==> src/tcc_pkg.sv <==
// Package with the shared types, codes and limits of the text console cursor control.
`default_nettype none
package tcc_pkg;

   localparam int MAX_COLUMNS    = 128;
   localparam int MAX_ROWS_LIMIT = 64;

   // Effective screen limits are also bounded by the 7-bit column and 6-bit row fields.
   localparam int COL_LIMIT = (MAX_COLUMNS < 128) ? MAX_COLUMNS : 128;
   localparam int ROW_LIMIT = (MAX_ROWS_LIMIT < 64) ? MAX_ROWS_LIMIT : 64;

   localparam int LIST_DEPTH = 4;

   localparam logic [7:0]  COLUMN_COUNT_RESET = 8'd102;
   localparam logic [6:0]  ROW_COUNT_RESET    = 7'd40;
   localparam logic [15:0] BLINK_PERIOD_RESET = 16'd50;

   localparam logic [7:0] TAB_STEP = 8'd8;
   localparam logic [7:0] TAB_MASK = ~8'd7;

   localparam logic [7:0] CHAR_BS = 8'h08;
   localparam logic [7:0] CHAR_HT = 8'h09;
   localparam logic [7:0] CHAR_LF = 8'h0A;
   localparam logic [7:0] CHAR_CR = 8'h0D;

   typedef enum logic [2:0] {
      ACT_CHAR  = 3'd0,
      ACT_TICK  = 3'd1,
      ACT_MOVE  = 3'd2,
      ACT_SHOW  = 3'd3,
      ACT_CLEAR = 3'd4
   } action_type;

   typedef enum logic [2:0] {
      CMD_CURSOR       = 3'd0,
      CMD_GLYPH        = 3'd1,
      CMD_CLEAR_CELL   = 3'd2,
      CMD_SCROLL       = 3'd3,
      CMD_CLEAR_SCREEN = 3'd4
   } command_type;

   typedef enum logic [1:0] {
      CSR_COLUMN_COUNT = 2'd0,
      CSR_ROW_COUNT    = 2'd1,
      CSR_BLINK_PERIOD = 2'd2
   } csr_index_type;

   typedef struct packed {
      command_type command;
      logic [6:0]  cell_col;
      logic [5:0]  cell_row;
      logic [7:0]  glyph_code;
      logic        cursor_lit;
      logic        last;
   } cmd_type;

   function automatic cmd_type make_cmd(command_type cmd, logic [6:0] col, logic [5:0] row,
                                        logic [7:0] glyph, logic lit);
      cmd_type c;
      c.command    = cmd;
      c.cell_col   = col;
      c.cell_row   = row;
      c.glyph_code = glyph;
      c.cursor_lit = lit;
      c.last       = 1'b0;
      return c;
   endfunction

endpackage
`default_nettype wire

==> src/tcc_channels.sv <==
// Valid/ready channel interfaces for console input items and draw command items.
`default_nettype none
interface tcc_req_if;
   logic       valid;
   logic       ready;
   logic [2:0] action;
   logic [7:0] char_code;
   logic [6:0] target_col;
   logic [5:0] target_row;
   logic       show_cursor;

   modport source (output valid, output action, output char_code, output target_col,
                   output target_row, output show_cursor, input ready);
   modport sink   (input valid, input action, input char_code, input target_col,
                   input target_row, input show_cursor, output ready);
endinterface

interface tcc_rsp_if;
   logic       valid;
   logic       ready;
   logic [2:0] command;
   logic [6:0] cell_col;
   logic [5:0] cell_row;
   logic [7:0] glyph_code;
   logic       cursor_lit;
   logic       last;

   modport source (output valid, output command, output cell_col, output cell_row,
                   output glyph_code, output cursor_lit, output last, input ready);
   modport sink   (input valid, input command, input cell_col, input cell_row,
                   input glyph_code, input cursor_lit, input last, output ready);
endinterface
`default_nettype wire

==> src/text_console_cursor_control.sv <==
// Top level of the text console cursor control: cursor state and draw command list.
//
// Each input item is decoded in the cycle it is accepted: the cursor state is updated at
// once and the item's zero to four draw commands are loaded into a four-entry result list,
// which hands out one command per cycle while the sink is ready. An item is accepted when the
// list is empty or its final command leaves in the same cycle. A character yields two to
// four commands, a move two or none, a tick or visibility change one or none, a clear two,
// and other action codes none. Configuration writes take effect on the next item.
`default_nettype none
module text_console_cursor_control (
   input  wire logic        clock,
   input  wire logic        reset,
   tcc_req_if.sink          req_ch,
   tcc_rsp_if.source        rsp_ch,
   input  wire logic        csr_we,
   input  wire logic [1:0]  csr_index,
   input  wire logic [15:0] csr_wdata
);
   import tcc_pkg::*;

   logic [7:0]  col_count_ff;
   logic [6:0]  row_count_ff;
   logic [15:0] blink_period_ff;

   logic [6:0]  cursor_col_ff, cursor_col_in;
   logic [5:0]  cursor_row_ff, cursor_row_in;
   logic        shown_ff, shown_in;
   logic [15:0] ticks_ff, ticks_in;

   cmd_type     list_ff [LIST_DEPTH];
   cmd_type     list_in [LIST_DEPTH];
   logic [2:0]  left_ff, left_in;

   logic        req_take, rsp_take;
   logic [7:0]  eff_cols;
   logic [6:0]  eff_rows;
   action_type  act;

   assign act      = action_type'(req_ch.action);
   assign rsp_take = rsp_ch.valid && rsp_ch.ready;
   assign req_ch.ready = (left_ff == 3'd0) || ((left_ff == 3'd1) && rsp_ch.ready);
   assign req_take = req_ch.valid && req_ch.ready;

   always_comb begin
      if (col_count_ff == 8'd0) begin
         eff_cols = 8'd1;
      end else if (col_count_ff > 8'(COL_LIMIT)) begin
         eff_cols = 8'(COL_LIMIT);
      end else begin
         eff_cols = col_count_ff;
      end
      if (row_count_ff == 7'd0) begin
         eff_rows = 7'd1;
      end else if (row_count_ff > 7'(ROW_LIMIT)) begin
         eff_rows = 7'(ROW_LIMIT);
      end else begin
         eff_rows = row_count_ff;
      end
   end

   // Decode of one item into new cursor state and its command list.
   always_comb begin
      logic [7:0]  col;
      logic [6:0]  row;
      logic [15:0] period;
      logic [15:0] tick_next;
      logic [2:0]  n;
      logic [1:0]  last_idx;

      col       = {1'b0, cursor_col_ff};
      row       = {1'b0, cursor_row_ff};
      period    = (blink_period_ff == 16'd0) ? 16'd1 : blink_period_ff;
      tick_next = (ticks_ff == 16'hFFFF) ? ticks_ff : ticks_ff + 16'd1;
      n         = 3'd0;
      last_idx  = 2'd0;

      cursor_col_in = cursor_col_ff;
      cursor_row_in = cursor_row_ff;
      shown_in      = shown_ff;
      ticks_in      = ticks_ff;
      for (int i = 0; i < LIST_DEPTH; i++) begin
         list_in[i] = make_cmd(CMD_CURSOR, 7'd0, 6'd0, 8'd0, 1'b0);
      end

      case (act)
         ACT_CHAR: begin
            list_in[0] = make_cmd(CMD_CURSOR, cursor_col_ff, cursor_row_ff, 8'd0, 1'b0);
            n = 3'd1;
            if (req_ch.char_code == CHAR_LF) begin
               col = 8'd0;
               row = row + 7'd1;
            end else if (req_ch.char_code == CHAR_CR) begin
               col = 8'd0;
            end else if (req_ch.char_code == CHAR_HT) begin
               col = (col + TAB_STEP) & TAB_MASK;
            end else if (req_ch.char_code == CHAR_BS) begin
               if (col != 8'd0) begin
                  col = col - 8'd1;
                  list_in[1] = make_cmd(CMD_CLEAR_CELL, col[6:0], row[5:0], 8'd0, 1'b0);
                  n = 3'd2;
               end
            end else begin
               list_in[1] = make_cmd(CMD_GLYPH, col[6:0], row[5:0], req_ch.char_code, 1'b0);
               n = 3'd2;
               col = col + 8'd1;
            end
            if (col >= eff_cols) begin
               col = 8'd0;
               row = row + 7'd1;
            end
            // A cursor past a shrunken screen still scrolls only once.
            if (row >= eff_rows) begin
               list_in[n[1:0]] = make_cmd(CMD_SCROLL, 7'd0, 6'd0, 8'd0, 1'b0);
               n = n + 3'd1;
               row = row - 7'd1;
            end
            cursor_col_in = col[6:0];
            cursor_row_in = row[5:0];
            list_in[n[1:0]] = make_cmd(CMD_CURSOR, col[6:0], row[5:0], 8'd0, shown_ff);
            n = n + 3'd1;
         end
         ACT_TICK: begin
            ticks_in = tick_next;
            if (tick_next >= period) begin
               shown_in   = ~shown_ff;
               ticks_in   = 16'd0;
               list_in[0] = make_cmd(CMD_CURSOR, cursor_col_ff, cursor_row_ff, 8'd0,
                                     ~shown_ff);
               n = 3'd1;
            end
         end
         ACT_MOVE: begin
            if (({1'b0, req_ch.target_col} < eff_cols) &&
                ({1'b0, req_ch.target_row} < eff_rows)) begin
               list_in[0] = make_cmd(CMD_CURSOR, cursor_col_ff, cursor_row_ff, 8'd0, 1'b0);
               list_in[1] = make_cmd(CMD_CURSOR, req_ch.target_col, req_ch.target_row, 8'd0,
                                     shown_ff);
               cursor_col_in = req_ch.target_col;
               cursor_row_in = req_ch.target_row;
               n = 3'd2;
            end
         end
         ACT_SHOW: begin
            if (req_ch.show_cursor != shown_ff) begin
               shown_in   = req_ch.show_cursor;
               list_in[0] = make_cmd(CMD_CURSOR, cursor_col_ff, cursor_row_ff, 8'd0,
                                     req_ch.show_cursor);
               n = 3'd1;
            end
         end
         ACT_CLEAR: begin
            list_in[0]    = make_cmd(CMD_CLEAR_SCREEN, 7'd0, 6'd0, 8'd0, 1'b0);
            list_in[1]    = make_cmd(CMD_CURSOR, 7'd0, 6'd0, 8'd0, 1'b1);
            cursor_col_in = 7'd0;
            cursor_row_in = 6'd0;
            shown_in      = 1'b1;
            ticks_in      = 16'd0;
            n = 3'd2;
         end
         default: begin
            n = 3'd0;
         end
      endcase

      if (n != 3'd0) begin
         last_idx = 2'(n - 3'd1);
         list_in[last_idx].last = 1'b1;
      end
      left_in = n;
   end

   always_ff @(posedge clock) begin
      if (reset) begin
         col_count_ff    <= COLUMN_COUNT_RESET;
         row_count_ff    <= ROW_COUNT_RESET;
         blink_period_ff <= BLINK_PERIOD_RESET;
      end else if (csr_we) begin
         case (csr_index_type'(csr_index))
            CSR_COLUMN_COUNT: col_count_ff    <= csr_wdata[7:0];
            CSR_ROW_COUNT:    row_count_ff    <= csr_wdata[6:0];
            CSR_BLINK_PERIOD: blink_period_ff <= csr_wdata;
            default: begin
            end
         endcase
      end
   end

   always_ff @(posedge clock) begin
      if (reset) begin
         cursor_col_ff <= 7'd0;
         cursor_row_ff <= 6'd0;
         shown_ff      <= 1'b1;
         ticks_ff      <= 16'd0;
         left_ff       <= 3'd0;
      end else if (req_take) begin
         cursor_col_ff <= cursor_col_in;
         cursor_row_ff <= cursor_row_in;
         shown_ff      <= shown_in;
         ticks_ff      <= ticks_in;
         left_ff       <= left_in;
      end else if (rsp_take) begin
         left_ff <= left_ff - 3'd1;
      end
   end

   // The list shifts toward entry 0 as commands leave.
   always_ff @(posedge clock) begin
      if (req_take) begin
         list_ff <= list_in;
      end else if (rsp_take) begin
         for (int i = 0; i < LIST_DEPTH - 1; i++) begin
            list_ff[i] <= list_ff[i + 1];
         end
      end
   end

   assign rsp_ch.valid      = (left_ff != 3'd0);
   assign rsp_ch.command    = list_ff[0].command;
   assign rsp_ch.cell_col   = list_ff[0].cell_col;
   assign rsp_ch.cell_row   = list_ff[0].cell_row;
   assign rsp_ch.glyph_code = list_ff[0].glyph_code;
   assign rsp_ch.cursor_lit = list_ff[0].cursor_lit;
   assign rsp_ch.last       = list_ff[0].last;

   a_left_bound: assert property (@(posedge clock) disable iff (reset)
      left_ff <= 3'(LIST_DEPTH))
      else $error("command list count above its depth");

   a_last_matches_count: assert property (@(posedge clock) disable iff (reset)
      rsp_ch.valid |-> (rsp_ch.last == (left_ff == 3'd1)))
      else $error("last flag disagrees with remaining command count");

   a_char_yields_two: assert property (@(posedge clock) disable iff (reset)
      req_take && (act == ACT_CHAR) |=> (left_ff >= 3'd2))
      else $error("character item produced fewer than two commands");

   a_clear_homes: assert property (@(posedge clock) disable iff (reset)
      req_take && (act == ACT_CLEAR) |=>
         (cursor_col_ff == 7'd0) && (cursor_row_ff == 6'd0) && shown_ff && (ticks_ff == 16'd0))
      else $error("clear did not home and show the cursor");

endmodule
`default_nettype wire

==> src/flat_wrapper.sv <==
// flat-port wrapper written by rule: the top's interface ports become plain ports
module text_console_cursor_control_flat import tcc_pkg::*;
  (clock, reset, csr_we, csr_index, csr_wdata, req_ch_valid, req_ch_action, req_ch_char_code, req_ch_target_col, req_ch_target_row, req_ch_show_cursor, req_ch_ready, rsp_ch_valid, rsp_ch_command, rsp_ch_cell_col, rsp_ch_cell_row, rsp_ch_glyph_code, rsp_ch_cursor_lit, rsp_ch_last, rsp_ch_ready);
  tcc_req_if req_ch_i ();
  tcc_rsp_if rsp_ch_i ();
  input  wire logic clock;
  input  wire logic reset;
  input  wire logic csr_we;
  input  wire logic [1:0] csr_index;
  input  wire logic [15:0] csr_wdata;
  input wire logic [$bits(req_ch_i.valid)-1:0] req_ch_valid;
  input wire logic [$bits(req_ch_i.action)-1:0] req_ch_action;
  input wire logic [$bits(req_ch_i.char_code)-1:0] req_ch_char_code;
  input wire logic [$bits(req_ch_i.target_col)-1:0] req_ch_target_col;
  input wire logic [$bits(req_ch_i.target_row)-1:0] req_ch_target_row;
  input wire logic [$bits(req_ch_i.show_cursor)-1:0] req_ch_show_cursor;
  output wire logic [$bits(req_ch_i.ready)-1:0] req_ch_ready;
  output wire logic [$bits(rsp_ch_i.valid)-1:0] rsp_ch_valid;
  output wire logic [$bits(rsp_ch_i.command)-1:0] rsp_ch_command;
  output wire logic [$bits(rsp_ch_i.cell_col)-1:0] rsp_ch_cell_col;
  output wire logic [$bits(rsp_ch_i.cell_row)-1:0] rsp_ch_cell_row;
  output wire logic [$bits(rsp_ch_i.glyph_code)-1:0] rsp_ch_glyph_code;
  output wire logic [$bits(rsp_ch_i.cursor_lit)-1:0] rsp_ch_cursor_lit;
  output wire logic [$bits(rsp_ch_i.last)-1:0] rsp_ch_last;
  input wire logic [$bits(rsp_ch_i.ready)-1:0] rsp_ch_ready;
  assign req_ch_i.valid = req_ch_valid;
  assign req_ch_i.action = req_ch_action;
  assign req_ch_i.char_code = req_ch_char_code;
  assign req_ch_i.target_col = req_ch_target_col;
  assign req_ch_i.target_row = req_ch_target_row;
  assign req_ch_i.show_cursor = req_ch_show_cursor;
  assign req_ch_ready = req_ch_i.ready;
  assign rsp_ch_valid = rsp_ch_i.valid;
  assign rsp_ch_command = rsp_ch_i.command;
  assign rsp_ch_cell_col = rsp_ch_i.cell_col;
  assign rsp_ch_cell_row = rsp_ch_i.cell_row;
  assign rsp_ch_glyph_code = rsp_ch_i.glyph_code;
  assign rsp_ch_cursor_lit = rsp_ch_i.cursor_lit;
  assign rsp_ch_last = rsp_ch_i.last;
  assign rsp_ch_i.ready = rsp_ch_ready;
  text_console_cursor_control u_core (.clock(clock), .reset(reset), .req_ch(req_ch_i), .rsp_ch(rsp_ch_i), .csr_we(csr_we), .csr_index(csr_index), .csr_wdata(csr_wdata));
endmodule
==> config.mk <==
export PLATFORM = sky130hd
export DESIGN_NAME = text_console_cursor_control_flat
export DESIGN_NICKNAME = d
export VERILOG_FILES = /design/src/tcc_pkg.sv /design/src/tcc_channels.sv /design/src/text_console_cursor_control.sv /design/src/flat_wrapper.sv
export SDC_FILE = /design/constraint.sdc
export NUM_CORES = 1
export LEC_CHECK = 0
export BUFFER_PORTS_ARGS = -buffer_cell sky130_fd_sc_hd__buf_2
export CAP_MARGIN = 25
export CORE_MARGIN = 2
export CORE_UTILIZATION = 55
export CTS_CLUSTER_SIZE = 12
export DETAILED_ROUTE_END_ITERATION = 6
export PLACE_DENSITY = 0.77
export SLEW_MARGIN = 20
export SYNTH_ARGS = -nofsm -noshare
export SYNTH_HDL_FRONTEND = slang
export SYNTH_SLANG_ARGS = --single-unit
export TNS_END_PERCENT = 1
==> constraint.sdc <==
create_clock -name clock -period 7.5 [get_ports clock]
set_input_delay 1.125 -clock clock [delete_from_list [all_inputs] [get_ports clock]]
set_output_delay 1.125 -clock clock [all_outputs]
set_load 0.03 [all_outputs]
Yosys cells after proc, flatten, opt, wreduce, memory -nomap -nowiden
Cells that the tools add are included.
{ "word_totals": {"word_cells": 174, "regBits": 168, "out_inout_bits": 28, "in_bits": 48} }
{ "classes": {"addsub": 11, "eq_ne": 16, "n_mux": 68, "n_reduce_logical": 27, "magnitude_cmp": 13, "bitwise_logic": 7} }
{ "op_table": {"columns": ["cell", "n"], "rows": [
  ["2-to-1 mux 104 bit", 3],
  ["bitwise mux 104 bit", 2],
  ["demux 26 bit (select 2 bit)", 3],
  ["2-to-1 mux 26 bit", 6],
  ["2-to-1 mux 78 bit", 2],
  ["case mux 26 bit (5 select lines)", 1],
  ["bitwise AND 95 x 96 -> 96 bit", 1],
  ["inverter 96 bit", 1],
  ["case mux 26 bit (3 select lines)", 1],
  ["2-to-1 mux 8 bit", 8],
  ["2-to-1 mux 7 bit", 9],
  ["2-to-1 mux 52 bit", 1],
  ["2-to-1 mux 25 bit", 2],
  ["2-to-1 mux 49 bit", 1],
  ["2-to-1 mux 16 bit", 3],
  ["2-to-1 mux 23 bit", 2],
  ["equality test 8 x 4 -> 1 bit (second input constant)", 4],
  ["case mux 16 bit (2 select lines)", 1],
  ["2-to-1 mux 3 bit", 8],
  ["case mux 7 bit (3 select lines)", 1],
  ["2-to-1 mux 6 bit", 3],
  ["case mux 6 bit (3 select lines)", 1],
  ["adder 16 x 1 -> 16 bit (second input constant)", 1],
  ["equality test 16 bit (second input constant)", 1],
  ["other kinds (45)", 76]
]} }

Longest topological paths before layout
Gate-level depths: netlist (run 1).
{ "logic_depth": {"ltp_word": 24, "depth_mapped": 31} }

Worst setup path before layout (run 1)
Ideal clock, no wire load.
{ "synth_timing": {"kind": "input to register", "start": "in req_ch_char_code[7]", "end": "reg u_core.list_ff, in the netlist u_core.rsp_ch.cell_col[3] (data pin)", "path_buffers": 2, "cell_stages": 26, "setup_slack_ps": 157, "arrival_time_ps": 7082, "cell_sequence": "or4_4 nor4b_4 buf_2 nand2_1 or4_1 a221oi_1 ha_1 and4_1 o21ai_0 o21ai_2 nand2_1 nor2_1 maj3_1 xnor2_2 inv_1 ha_1 nand3_1 a21oi_1 a221oi_4 nand2_2 ha_1 ha_1 nor3_1 o31a_1 buf_2 a221o_1"} }
{ "synth_between": {"elab_chain_len": 22} }
{ "synth_lines": {"columns": ["element", "line", "text"], "rows": [
  ["start: declaration", "flat_wrapper.sv:13", "input wire logic [$bits(req_ch_i.char_code)-1:0] req_ch_char_code;"],
  ["parallel branches: the longest is 20 deep, another holds >= comparator 8 bit", null, null],
  ["2-to-1 mux 104 bit *", "text_console_cursor_control.sv:165", "if (n != 3'd0) begin"],
  ["2-to-1 mux 78 bit *", "text_console_cursor_control.sv:208", "if (req_take) begin"],
  ["end signal: assignment", "text_console_cursor_control.sv:209", "list_ff <= list_in;"],
  ["end signal: indexed assignment", "text_console_cursor_control.sv:212", "list_ff[i] <= list_ff[i + 1];"],
  ["end: declaration", "text_console_cursor_control.sv:30", "cmd_type list_ff [LIST_DEPTH];"]
]} }
Mark *: on every way between the ends. The select of a mux whose other input is x is not followed.
A chain may end at the register's enable or synchronous reset.

Final worst setup path (run 1)
{ "layout_timing": {"start": "in req_ch_char_code[7]", "end": "reg u_core.list_ff, in the netlist u_core.rsp_ch.cell_col[5] (data pin)"} }
Same word-level chain as after synthesis.

==> results of run 1 <==
final cells by class:
cell class,count,area (µm²),area share (%)
well taps,216,270,2.63
clock inverters,12,178,1.73
clock buffers,20,447,4.35
flip-flops and latches,147,3770,36.7
inverters,44,165,1.61
multi-input cells,729,4790,46.6
repair buffers,112,651,6.33
power breakdown:
part | switching, mW | internal, mW | leakage, nW
sequential | 0.0848 | 1.15 | 1.36
combinational | 0.590 | 0.287 | 2.60
clock | 0.336 | 0.566 | 0.305
metal layers:
metal  up-vias  track usage (%)
li1       3703                -
met1      3678             36.2
met2       423             43.3
met3        71             6.90
met4         0             13.6
met5         -                0
through the flow:
step | util (%) | power (mW) | hold WS [ps] | instances | worst slack [ps]
floorplan | - | 1.93 | 436 | 986 | 157
global placement | 60.2 | 2.10 | 464 | 1246 | 256
detailed placement | 60.3 | 2.12 | 469 | 1247 | 74.7
CTS | 64.2 | 3.02 | 476 | 1279 | 517
global route | 64.2 | 3.16 | 503 | 1280 | 38.5
finish | 64.2 | 3.01 | 477 | 1280 | 438
worst min-delay path, delay by kind of cell, from the launching register on:
kind             cells  cell delay (ps)
AO/OA/AOI/OAI        1               50
AND/OR/NAND/NOR      1               60
flip-flops           1              320
worst max path at each step:
stage | from | to | slack (ps)
floorplan | req_ch_char_code[7] | u_core.rsp_ch.cell_col[3] | 160
global placement | req_ch_char_code[7] | u_core.rsp_ch.cell_col[6] | 260
detailed placement | req_ch_char_code[7] | u_core.rsp_ch.cell_col[5] | 70
CTS | req_ch_char_code[7] | u_core.rsp_ch.cell_col[5] | 520
global route | req_ch_char_code[7] | u_core.rsp_ch.cell_col[5] | 40
finish | req_ch_char_code[7] | u_core.rsp_ch.cell_col[5] | 440
cell families after synthesis:
family | Yosys count
buf+inv | 110
xor+xnor | 34
simple gates | 375
fa+ha+maj | 59
flops | 147
other cells | 1
compound gates | 247
mux | 13
state kept, by name (all words and copies together), names as in the netlist:
signal	flops
u_core.rsp_ch.last	1
u_core.list_ff	57
u_core.left_ff	3
u_core.cursor_row_ff	6
u_core.rsp_ch.cell_col	7
u_core.col_count_ff	8
u_core.rsp_ch.cursor_lit	1
u_core.row_count_ff	7
u_core.ticks_ff	16
u_core.blink_period_ff	16
u_core.shown_ff	1
u_core.rsp_ch.glyph_code	8
u_core.rsp_ch.command	3
u_core.cursor_col_ff	7
u_core.rsp_ch.cell_row	6
placed cells by master (no fill, tap or decap), types with 7 or more instances in the layout:
master / Yosys / layout
buf_4: 25 / 36
clkbuf_16: 0 / 17
and3_1: 15 / 15
o21ai_1: 14 / 14
or3_1: 7 / 7
a22oi_1: 12 / 12
nor4_1: 9 / 9
buf_2: 4 / 75
a211o_1: 14 / 14
mux2i_1: 9 / 9
o31ai_1: 8 / 8
a211oi_1: 9 / 9
a22o_1: 11 / 11
xnor2_2: 7 / 7
inv_1: 42 / 42
nor2b_1: 16 / 16
o21ai_0: 37 / 37
a31oi_1: 9 / 9
ha_1: 58 / 58
xor2_1: 13 / 13
edfxtp_1: 83 / 83
nand2_1: 118 / 117
a21oi_1: 63 / 63
a221oi_1: 10 / 10
dfxtp_1: 64 / 64
nand2b_1: 11 / 11
nor2_1: 89 / 89
nand3_1: 24 / 24
a21o_1: 9 / 9
nor3_1: 26 / 26
nand4_1: 8 / 8
xnor2_1: 14 / 14
and2_1: 21 / 21
a32oi_1: 10 / 10
==> metrics.md, run 1 <==
| Metric | Value |
|---|---|
| Setup tns final | `0 ps` |
| Post-CTS repair timing setup buffer count | `0` |
| Clk Tree Root Cell | `clkbuf_16` |
| Die width | `132 µm` |
| Post-route clock skew | `10.4 ps` |
| Buffers on Ports | `75` |
| Post-Synth XOR/XNOR Area | `3.86%` |
| Worst vdd ir | `241 µV` |
| Startpoint of the lowest-slack register-to-register path | `u_core.cursor_col_ff[0]` |
| Start point of the worst hold path | `u_core.blink_period_ff[15]` |
| Total number of yosys warnings | `0` |
| Full die area | `17500 µm²` |
| Setup-failing EPs final | `0` |
| Flop and latch count out of synthesis | `147` |
| Mapped Cells | `986` |
| Placed Area | `9640 µm²` |
| Reg clk slew, reported paths | `60 ps` |
| Achievable frequency | `0.142 GHz` |
| Actual transition at the worst max-transition pin | `916 ps` |
| DP Wirelength | `17.4 mm` |
| Leakage component of the power | `4.26 nW` |
| Synth top area share | `27.5%` |
| Met1 layer wirelength in the final routing | `9.73 mm` |
| Setup repair after global routing missed its margin | `false` |
| Number of enable flip-flop cells after synthesis | `83` |
| Std-Cell Core Area | `16000 µm²` |
| Number of hold violations in the final report | `0` |
| Number of maximum-capacitance violations | `0` |
| Buffers and inverters on the worst path | `3` |
| Finished Cell Area | `10300 µm²` |
| Final worst path period need | `7060 ps` |
| Routed length per instance | `18.6 µm` |
| Proportion of synthesized area in mux cells | `1.56%` |
| Clock latency at the later pin of the worst-skew pair | `430 ps` |
| Final weighted congestion of routability-driven global placement | `0.982` |
| Initial antenna violation count | `0` |
| Synth cell count leaders | `nand2_1 (118), nor2_1 (89), edfxtp_1 (83)` |
| Worst Hold Endpoint | `u_core.blink_period_ff[15]` |
| Share of post-route cells with drive strength above 1 | `17.0%` |
| Min-delay worst type | `reg -> reg` |
| Average footprint of a synthesized cell | `9.20 µm²` |
| Share of synthesized registers carrying an async set or reset | `0%` |
| Total clock buffers created by CTS | `17` |
| Standard-cell row count | `46` |
| Synth Area in Simple Gates | `20.5%` |
| Overflow after GRT | `0` |
| Post-synthesis cell type with the largest combined area | `edfxtp_1` |
| Die Height | `132 µm` |
| Area grow syn2layout | `13.2%` |
| Outcome | `finished clean` |
| Biggest cell delay along the critical path | `580 ps` |
| Deepest clock path buffer count | `2` |
| Data arrival time of the worst path | `7230 ps` |
| Cell area after synthesis | `9070 µm²` |
| Via density | `6.15` |
| Nets | `1157` |
| Post-CTS Hold Buffers | `0` |
| Biggest area contributors in the synthesized netlist | `edfxtp_1 (27%), dfxtp_1 (14%), ha_1 (8.0%)` |
| Pin count of the biggest net entering global routing | `73` |
| Register-to-Register Path Depth | `29` |
| Antenna violation net count after detailed routing | `0` |
| Crit Path Category | `in -> reg` |
| Slew HR | `38.9%` |
| Worst hold path stage count | `2` |
| Reg-to-reg slack, setup | `900 ps` |
| Predominant post-synthesis flop cell | `edfxtp_1` |
| CTS tree | `built` |
| Count of cell types in the netlist | `81` |
| First-pass GRT wire length | `38.5 mm` |
| Number of optimization iterations in the first detailed-route pass | `5` |
| Worst flop-to-flop path endpoint | `u_core.rsp_ch.cell_col[5]` |
| Number of diodes | `0` |
| Final-report max-slew violation count | `0` |
| Adder-Cell Fraction of Synth Area | `8.11%` |
| Highest-delay cell along the critical path | `or4_4` |
| Library cell appearing most often on the critical path | `ha_1` |
| Setup crit end kind | `flop` |
| Number of DRC markers after the initial detailed-route iteration | `770` |
| Fraction of the cycle the final worst path needs | `94.2%` |
| Largest family of logic cells by synthesized area | `simple AND/OR/NAND/NOR gates` |
| Data required time at the worst endpoint | `7670 ps` |
| Worst setup SP type | `primary input` |
| Overall fraction of global-route tracks in use | `27.8%` |
| Post-synthesis compound-gate area fraction | `18.7%` |
| Clock H-tree levels | `4` |
| Post-detailed-route DRC marker count | `0` |
| CTS resizes | `0` |
| Dominant cell by count in the synthesized netlist | `nand2_1` |
| Met2 routed WL | `11.0 mm` |
| Post-Synthesis Net Count | `1092` |
| Uppermost metal layer occupied by signal nets | `met4` |
| I/O pin count | `76` |
| Initial Util | `56.7%` |
| Clock sinks | `147` |
| Largest fanout of any net on the critical path | `13` |
| Largest delay share family, worst path | `compound AO/OA/AOI/OAI gates` |
| Final wirelength | `23.8 mm` |
| Count of fill cells added during filler insertion | `1357` |
| DR WL met3 | `2.17 mm` |
| Vias post-DR | `7875` |
| Power per cell area | `293 nW/µm²` |
| Sequential area share after synthesis | `41.6%` |
| Levels on crit path | `28` |
| Vias in the first global route | `7367` |
No activity file was read; power rests on OpenSTA's default activity.
==> run 2: changes to the inputs <==
- ABC_AREA: not set -> 1
- CORE_MARGIN: 2 -> not set
- REMOVE_ABC_BUFFERS: not set -> 1
==> metrics.md, run 2 <==
| Metric | Value |
|---|---|
| Outcome | `finished clean` |
| Overall fraction of global-route tracks in use | `28.8% (+1.0 points)` |
| Clock H-tree levels | `4 (unchanged)` |
| Library cell appearing most often on the critical path | `nand2_1` |
| Average footprint of a synthesized cell | `7.46 µm² (-19%)` |
| Sequential cell area | `3770 µm² (unchanged)` |
| Achievable frequency | `0.155 GHz (+9.5%)` |
| Layer carrying the most global-route usage | `met2` |
| Flop and latch count out of synthesis | `147 (unchanged)` |
| Post-CTS repair timing setup buffer count | `0 (unchanged)` |
| Post-CTS Hold Buffers | `0 (unchanged)` |
| Power per cell area | `305 nW/µm² (+4.0%)` |
| Cell area after synthesis | `9500 µm² (+4.8%)` |
| Share of synthesized registers carrying an async set or reset | `0% (unchanged)` |
| Actual transition at the worst max-transition pin | `995 ps (+78.9 ps)` |
| Routed length per instance | `15.9 µm (-14%)` |
| Worst Hold Endpoint | `u_core.blink_period_ff[10]` |
| CTS tree | `built` |
| Sequential area share after synthesis | `39.7% (-1.9 points)` |
| Startpoint of the lowest-slack register-to-register path | `u_core.cursor_col_ff[3]` |
| Clock latency at the later pin of the worst-skew pair | `440 ps (about the same)` |
| Largest fanout of any net on the critical path | `20 (+7)` |
| Highest-delay cell along the critical path | `inv_1` |
| Total Power Consumption | `3.18 mW (+5.6%)` |
| Share of post-route cells with drive strength above 1 | `12.3% (-4.7 points)` |
| Die Height | `133 µm (+0.77%)` |
| Standard-cell row count | `47 (+2.2%)` |
| Start point of the worst hold path | `u_core.blink_period_ff[10]` |
| Via density | `5.55 (-9.9%)` |
| Worst hold path stage count | `2 (unchanged)` |
| Fraction of the cycle the final worst path needs | `86.0% (-8.2 points)` |
| Leakage component of the power | `4.81 nW (+13%)` |
| Deepest clock path buffer count | `2 (unchanged)` |
| Full die area | `17800 µm² (+1.5%)` |
| Vias in the first global route | `8043 (+9.2%)` |
| Global-route track usage on met2 | `46.0% (+2.7 points)` |
| Worst setup SP type | `primary input` |
| Pin count of the biggest net entering global routing | `55 (-25%)` |
| Post-detailed-route DRC marker count | `0 (unchanged)` |
| Vias post-DR | `8591 (+9.1%)` |
| Dominant cell by count in the synthesized netlist | `nand2_1` |
| Final worst path period need | `6450 ps (-613 ps)` |
| Synth cell count leaders | `nand2_1 (321), inv_1 (143), nor2_1 (139)` |
| Final setup margin | `1050 ps (+613 ps)` |
| Overflow after GRT | `0 (unchanged)` |
| Std-Cell Core Area | `16700 µm² (+4.4%)` |
| Data required time at the worst endpoint | `7680 ps (about the same)` |
| First-pass GRT wire length | `40.1 mm (+4.1%)` |
| Number of DRC markers after the initial detailed-route iteration | `903 (+17%)` |
| Number of enable flip-flop cells after synthesis | `83 (unchanged)` |
| Register-to-Register Path Depth | `32 (+10%)` |
| Met3 layer usage reported by global route | `6.20% (-0.69 points)` |
| Leading cell type in the layout, fill and taps excluded | `nand2_1` |
| Total number of yosys warnings | `0 (unchanged)` |
| Setup repair after global routing missed its margin | `false` |
| Worst vdd ir | `174 µV (-28%)` |
| Buffers on Ports | `75 (unchanged)` |
| Reg-to-reg slack, setup | `1490 ps (+590 ps)` |
| Most used cells in the layout excluding fill and tap cells | `nand2_1 (320), inv_1 (140), nor2_1 (139), a21oi_1 (94), o21ai_0 (89)` |
| Setup tns final | `0 ps (unchanged)` |
| Final-report max-slew violation count | `0 (unchanged)` |
| Area grow syn2layout | `9.76%` |
| Worst flop-to-flop path endpoint | `u_core.rsp_ch.cell_row[1]` |
| Synth top area share | `26.2% (-1.2 points)` |
| Setup crit end kind | `flop` |
| Biggest area contributors in the synthesized netlist | `edfxtp_1 (26%), dfxtp_1 (13%), nand2_1 (13%)` |
| Number of hold violations in the final report | `0 (unchanged)` |
| Number of maximum-capacitance violations | `0 (unchanged)` |
| Post-route clock skew | `9.73 ps (-0.696 ps)` |
| Number of optimization iterations in the first detailed-route pass | `5 (unchanged)` |
| Data arrival time of the worst path | `6630 ps (-600 ps)` |
| CTS resizes | `0 (unchanged)` |
| Biggest cell delay along the critical path | `380 ps (-200 ps)` |
| Crit Path Category | `in -> reg` |
| Nets | `1421 (+23%)` |
| Clk Tree Root Cell | `clkbuf_16` |
| Predominant post-synthesis flop cell | `edfxtp_1` |
| Reg clk slew, reported paths | `70 ps (about the same)` |
| Area taken by multi-input logic gates | `4830 µm² (+0.86%)` |
| Count of fill cells added during filler insertion | `1553 (+14%)` |
| Die width | `133 µm (+0.77%)` |
| Count of cell types in the netlist | `58 (-28%)` |
| Flip-flop count of the largest register, all copies and words added | `57 (unchanged)` |
| I/O pin count | `76 (unchanged)` |
| Min-delay worst type | `reg -> reg` |
| Mapped Cells | `1273 (+29%)` |
| Final wirelength | `24.7 mm (+3.8%)` |
| Final weighted congestion of routability-driven global placement | `0.992 (+0.99%)` |
| Top reg by flops | `u_core.list_ff` |
| Post-synthesis cell type with the largest combined area | `edfxtp_1` |
| DP Wirelength | `18.2 mm (+4.6%)` |
| Slew HR | `33.4% (-5.5 points)` |
| Setup-failing EPs final | `0 (unchanged)` |
| Total clock buffers created by CTS | `17 (unchanged)` |
| Met1 Usage GRT | `38.7% (+2.5 points)` |
| Largest registers ranked by flip-flop count | `u_core.list_ff (57), u_core.blink_period_ff (16), u_core.ticks_ff (16)` |
| Antenna violation net count after detailed routing | `0 (unchanged)` |
| Final Hold Slack | `477 ps (-0.447 ps)` |
| Initial Util | `56.9% (+0.21 points)` |
| Initial antenna violation count | `1 (+1)` |
| Worst slack at placement | `659 ps (+584 ps)` |
| Clock sinks | `147 (unchanged)` |
run 2: changes by cell type in the layout (fill, tap and decap cells not counted), moves of 13 or more:
| cell | previous run | this run |
|---|---|---|
| nor2b_1 | 16 | 0 |
| a211o_1 | 14 | 0 |
| inv_1 | 42 | 140 |
| a21oi_1 | 63 | 94 |
| nand2_1 | 117 | 320 |
| o21ai_0 | 37 | 89 |
| nand3_1 | 24 | 60 |
| buf_4 | 36 | 7 |
| nand2_2 | 3 | 17 |
| and3_1 | 15 | 2 |
| and2_1 | 21 | 0 |
| nor2_1 | 89 | 139 |
run 2: logic make-up after synthesis:
kind of cell	Yosys count	synth area share, %
flip-flops	147	39.7
other	1	0.0395
AO/OA/AOI/OAI	235	13.9
buffers and inverters	212	9.53
AND/OR/NAND/NOR	599	27.1
XOR/XNOR	21	2.13
adder cells (fa/ha/maj)	58	7.64
run 2: through the flow:
| stage | cells | utilization [%] | cell area (µm²) |
|---|---|---|---|
| final | 1549 | 62.4 | 10400 |
| after global routing | 1548 | 62.4 | 10400 |
| after CTS | 1547 | 62.4 | 10400 |
| after detailed placement | 1515 | 59.1 | 9870 |
| after global placement | 1515 | 59.1 | 9870 |
| after floorplan | 1214 | - | 9170 |
run 2: worst max-delay path by stage:
stage               cells past startpoint                 from                   endpoint
finish                                 37  req_ch_char_code[6]  u_core.rsp_ch.cell_row[1]
global route                           37  req_ch_char_code[4]  u_core.rsp_ch.cell_row[1]
global placement                       37  req_ch_char_code[6]  u_core.rsp_ch.cell_row[4]
detailed placement                     37  req_ch_char_code[6]  u_core.rsp_ch.cell_row[1]
floorplan                              33  req_ch_char_code[6]  u_core.rsp_ch.cell_row[0]
CTS                                    37  req_ch_char_code[6]  u_core.rsp_ch.cell_row[1]
run 2: layout make-up:
| type | instances | area share, % |
|---|---|---|
| clock buffers | 19 | 4.37 |
| inverters | 153 | 5.51 |
| flip-flops and latches | 147 | 36.2 |
| well taps | 220 | 2.64 |
| diodes | 1 | 0.0240 |
| repair buffers | 82 | 4.10 |
| multi-input cells | 914 | 46.3 |
| clock inverters | 13 | 0.876 |
run 2: routing by layer:
layer / up-vias / routed length [µm]
met2: 354 / 11300
met1: 3916 / 10900
li1: 4285 / -
met4: 0 / 518
met3: 36 / 1950
met5: - / 0
run 2: report_power, final:
part / internal [mW] / switching, mW / total, mW
clock: 0.447 / 0.359 / 0.806
sequential: 1.21 / 0.0869 / 1.29
combinational: 0.290 / 0.791 / 1.08
total: 1.94 / 1.24 / 3.18
run 2: worst max-delay path: cells and delay by family:
kind | cells | cell delay (ps)
buffers and inverters | 8 | 1270
adders and majority gates | 4 | 1100
and+or+nand+nor | 21 | 2370
xor gates and xnor gates | 1 | 270
AOI/OAI and AO/OA | 3 | 450
==> run 3: changes to the inputs <==
- CELL_PAD_IN_SITES_DETAIL_PLACEMENT: not set -> 2
- CELL_PAD_IN_SITES_GLOBAL_PLACEMENT: not set -> 2
- CORE_UTILIZATION: 55 -> 32
- PLACE_DENSITY: 0.77 -> not set
- PLACE_DENSITY_LB_ADDON: not set -> 0.1
- SETUP_SLACK_MARGIN: not set -> 0.2
- TNS_END_PERCENT: 1 -> not set
==> metrics.md, run 3 (same netlist as run 2, synthesis figures left out) <==
| Metric | Value |
|---|---|
| Clk Tree Root Cell | `clkbuf_16` |
| Setup repair after global routing missed its margin | `false` |
| Post-detailed-route DRC marker count | `0 (unchanged)` |
| Std-Cell Core Area | `28900 µm² (+73%)` |
| Min-delay worst type | `reg -> reg` |
| Buffers and inverters on the worst path | `7 (-1)` |
| Number of maximum-capacitance violations | `0 (unchanged)` |
| Clock H-tree levels | `4 (unchanged)` |
| Leading cell type in the layout, fill and taps excluded | `nand2_1` |
| Largest registers ranked by flip-flop count | `u_core.list_ff (57), u_core.blink_period_ff (16), u_core.ticks_ff (16)` |
| Actual transition at the worst max-transition pin | `904 ps (-91.5 ps)` |
| Setup crit end kind | `flop` |
| Total clock buffers created by CTS | `17 (unchanged)` |
| CTS tree | `built` |
| Number of hold violations in the final report | `0 (unchanged)` |
| Overall fraction of global-route tracks in use | `22.9% (-5.9 points)` |
| Highest-delay cell along the critical path | `inv_1` |
| Library cell appearing most often on the critical path | `nand2_1` |
| Setup-failing EPs final | `0 (unchanged)` |
| Die Height | `174 µm (+31%)` |
| Final-report max-slew violation count | `0 (unchanged)` |
| Data arrival time of the worst path | `6680 ps (+50 ps)` |
| Full die area | `30400 µm² (+71%)` |
| Final weighted congestion of routability-driven global placement | `0.927 (-6.5%)` |
| Flip-flop count of the largest register, all copies and words added | `57 (unchanged)` |
| Data required time at the worst endpoint | `7700 ps (+20 ps)` |
| Top reg by flops | `u_core.list_ff` |
| Antenna violation net count after detailed routing | `0 (unchanged)` |
| First-pass GRT wire length | `53.0 mm (+32%)` |
| Via density | `5.13 (-7.4%)` |
| Area grow syn2layout | `13.3%` |
| Crit Path Category | `in -> reg` |
| Largest delay share family, worst path | `simple AND/OR/NAND/NOR gates` |
| Fraction of the cycle the final worst path needs | `86.4% (+0.39 points)` |
| Setup tns final | `0 ps (unchanged)` |
| Most used cells in the layout excluding fill and tap cells | `nand2_1 (320), inv_1 (141), nor2_1 (138), a21oi_1 (94), o21ai_0 (89)` |
| Final worst path period need | `6480 ps (+29.5 ps)` |
| Initial antenna violation count | `2 (+1)` |
| Pin count of the biggest net entering global routing | `66 (+20%)` |
| Biggest cell delay along the critical path | `440 ps (+60 ps)` |
| Final wirelength | `33.7 mm (+36%)` |
| Number of DRC markers after the initial detailed-route iteration | `361 (-60%)` |
| I/O pin count | `76 (unchanged)` |
| Power per cell area | `314 nW/µm² (+3.1%)` |
| Initial Util | `32.8% (-24 points)` |
| Die width | `174 µm (+31%)` |
| Util after Layout | `37.2% (-25 points)` |
| Overflow after GRT | `0 (unchanged)` |
| DP Wirelength | `25.5 mm (+40%)` |
| Standard-cell row count | `62 (+32%)` |
| Clock sinks | `147 (unchanged)` |
| Deepest clock path buffer count | `2 (unchanged)` |
| Worst slack at placement | `525 ps (-134 ps)` |
| Worst vdd ir | `129 µV (-26%)` |
| Number of optimization iterations in the first detailed-route pass | `4 (-1)` |
| Nets | `1427 (+0.42%)` |
| CTS resizes | `0 (unchanged)` |
| Worst setup SP type | `primary input` |
| Vias post-DR | `8825 (+2.7%)` |
| Post-CTS repair timing setup buffer count | `0 (unchanged)` |
| Final setup margin | `1020 ps (-29.5 ps)` |
| Total Power Consumption | `3.38 mW (+6.4%)` |
| Vias in the first global route | `9235 (+15%)` |
| Routed length per instance | `19.6 µm (+23%)` |
| Share of post-route cells with drive strength above 1 | `12.7% (+0.39 points)` |
| Post-route clock skew | `15.1 ps (+5.37 ps)` |
| Post-CTS Hold Buffers | `0 (unchanged)` |
| Leakage component of the power | `4.87 nW (+1.2%)` |
| Reg clk slew, reported paths | `70 ps (about the same)` |
| Buffers on Ports | `75 (unchanged)` |
| Outcome | `finished clean` |
| Largest fanout of any net on the critical path | `20 (unchanged)` |
| Slew HR | `39.8% (+6.3 points)` |
| Achievable frequency | `0.154 GHz (-0.46%)` |
| Clock latency at the later pin of the worst-skew pair | `450 ps (about the same)` |
[run 3: worst min-delay path, cell delays in order (launching register included)]
cell and delay [ps]:
dfxtp_1 310, inv_1 60, a21oi_1 60
[run 3: metal layers]
layer / up-vias / GRT usage [%] / share of wire, %
met5: - / 0 / 0.024
met4: 2 / 6.36 / 1.7
met3: 36 / 3.41 / 2.6
met2: 124 / 38.9 / 49
met1: 4371 / 29.9 / 47
li1: 4292 / - / -
[run 3: worst paths after layout]
path | cells past startpoint | from | end | slack, ps
worst min register to register | 2 | u_core.row_count_ff[2] | u_core.row_count_ff[2] | 480
worst min-delay path | 2 | u_core.row_count_ff[2] | u_core.row_count_ff[2] | 480
worst max register to register | 33 | u_core.cursor_col_ff[0] | u_core.rsp_ch.cell_col[3] | 1410
worst max-delay path | 34 | req_ch_char_code[6] | u_core.rsp_ch.cell_col[3] | 1020
[run 3: cell type report]
| type | instances | area [µm²] |
|---|---|---|
| antenna | 1 | 2.50 |
| clock buffer | 21 | 494 |
| clock inverter | 11 | 131 |
| fill | 3453 | 18200 |
| inverter | 153 | 574 |
| multi-input combinational | 914 | 4830 |
| sequential | 147 | 3770 |
| tap | 384 | 480 |
| timing repair buffer | 88 | 473 |
[run 3: through the flow]
step | std cells | cell area, µm² | hold slack (ps)
2_1_floorplan | 1214 | 9170 | 446
3_3_place_gp | 1686 | 10100 | 471
3_5_place_dp | 1686 | 10100 | 483
4_1_cts | 1718 | 10800 | 492
5_1_grt | 1718 | 10800 | 519
6_report | 1719 | 10800 | 483
[run 3: where the power goes]
group	total (mW)	leakage [nW]	internal, mW	switching, mW
Clock	0.932	0.314	0.546	0.386
Combinational	1.15	3.19	0.294	0.855
Sequential	1.30	1.37	1.21	0.0940
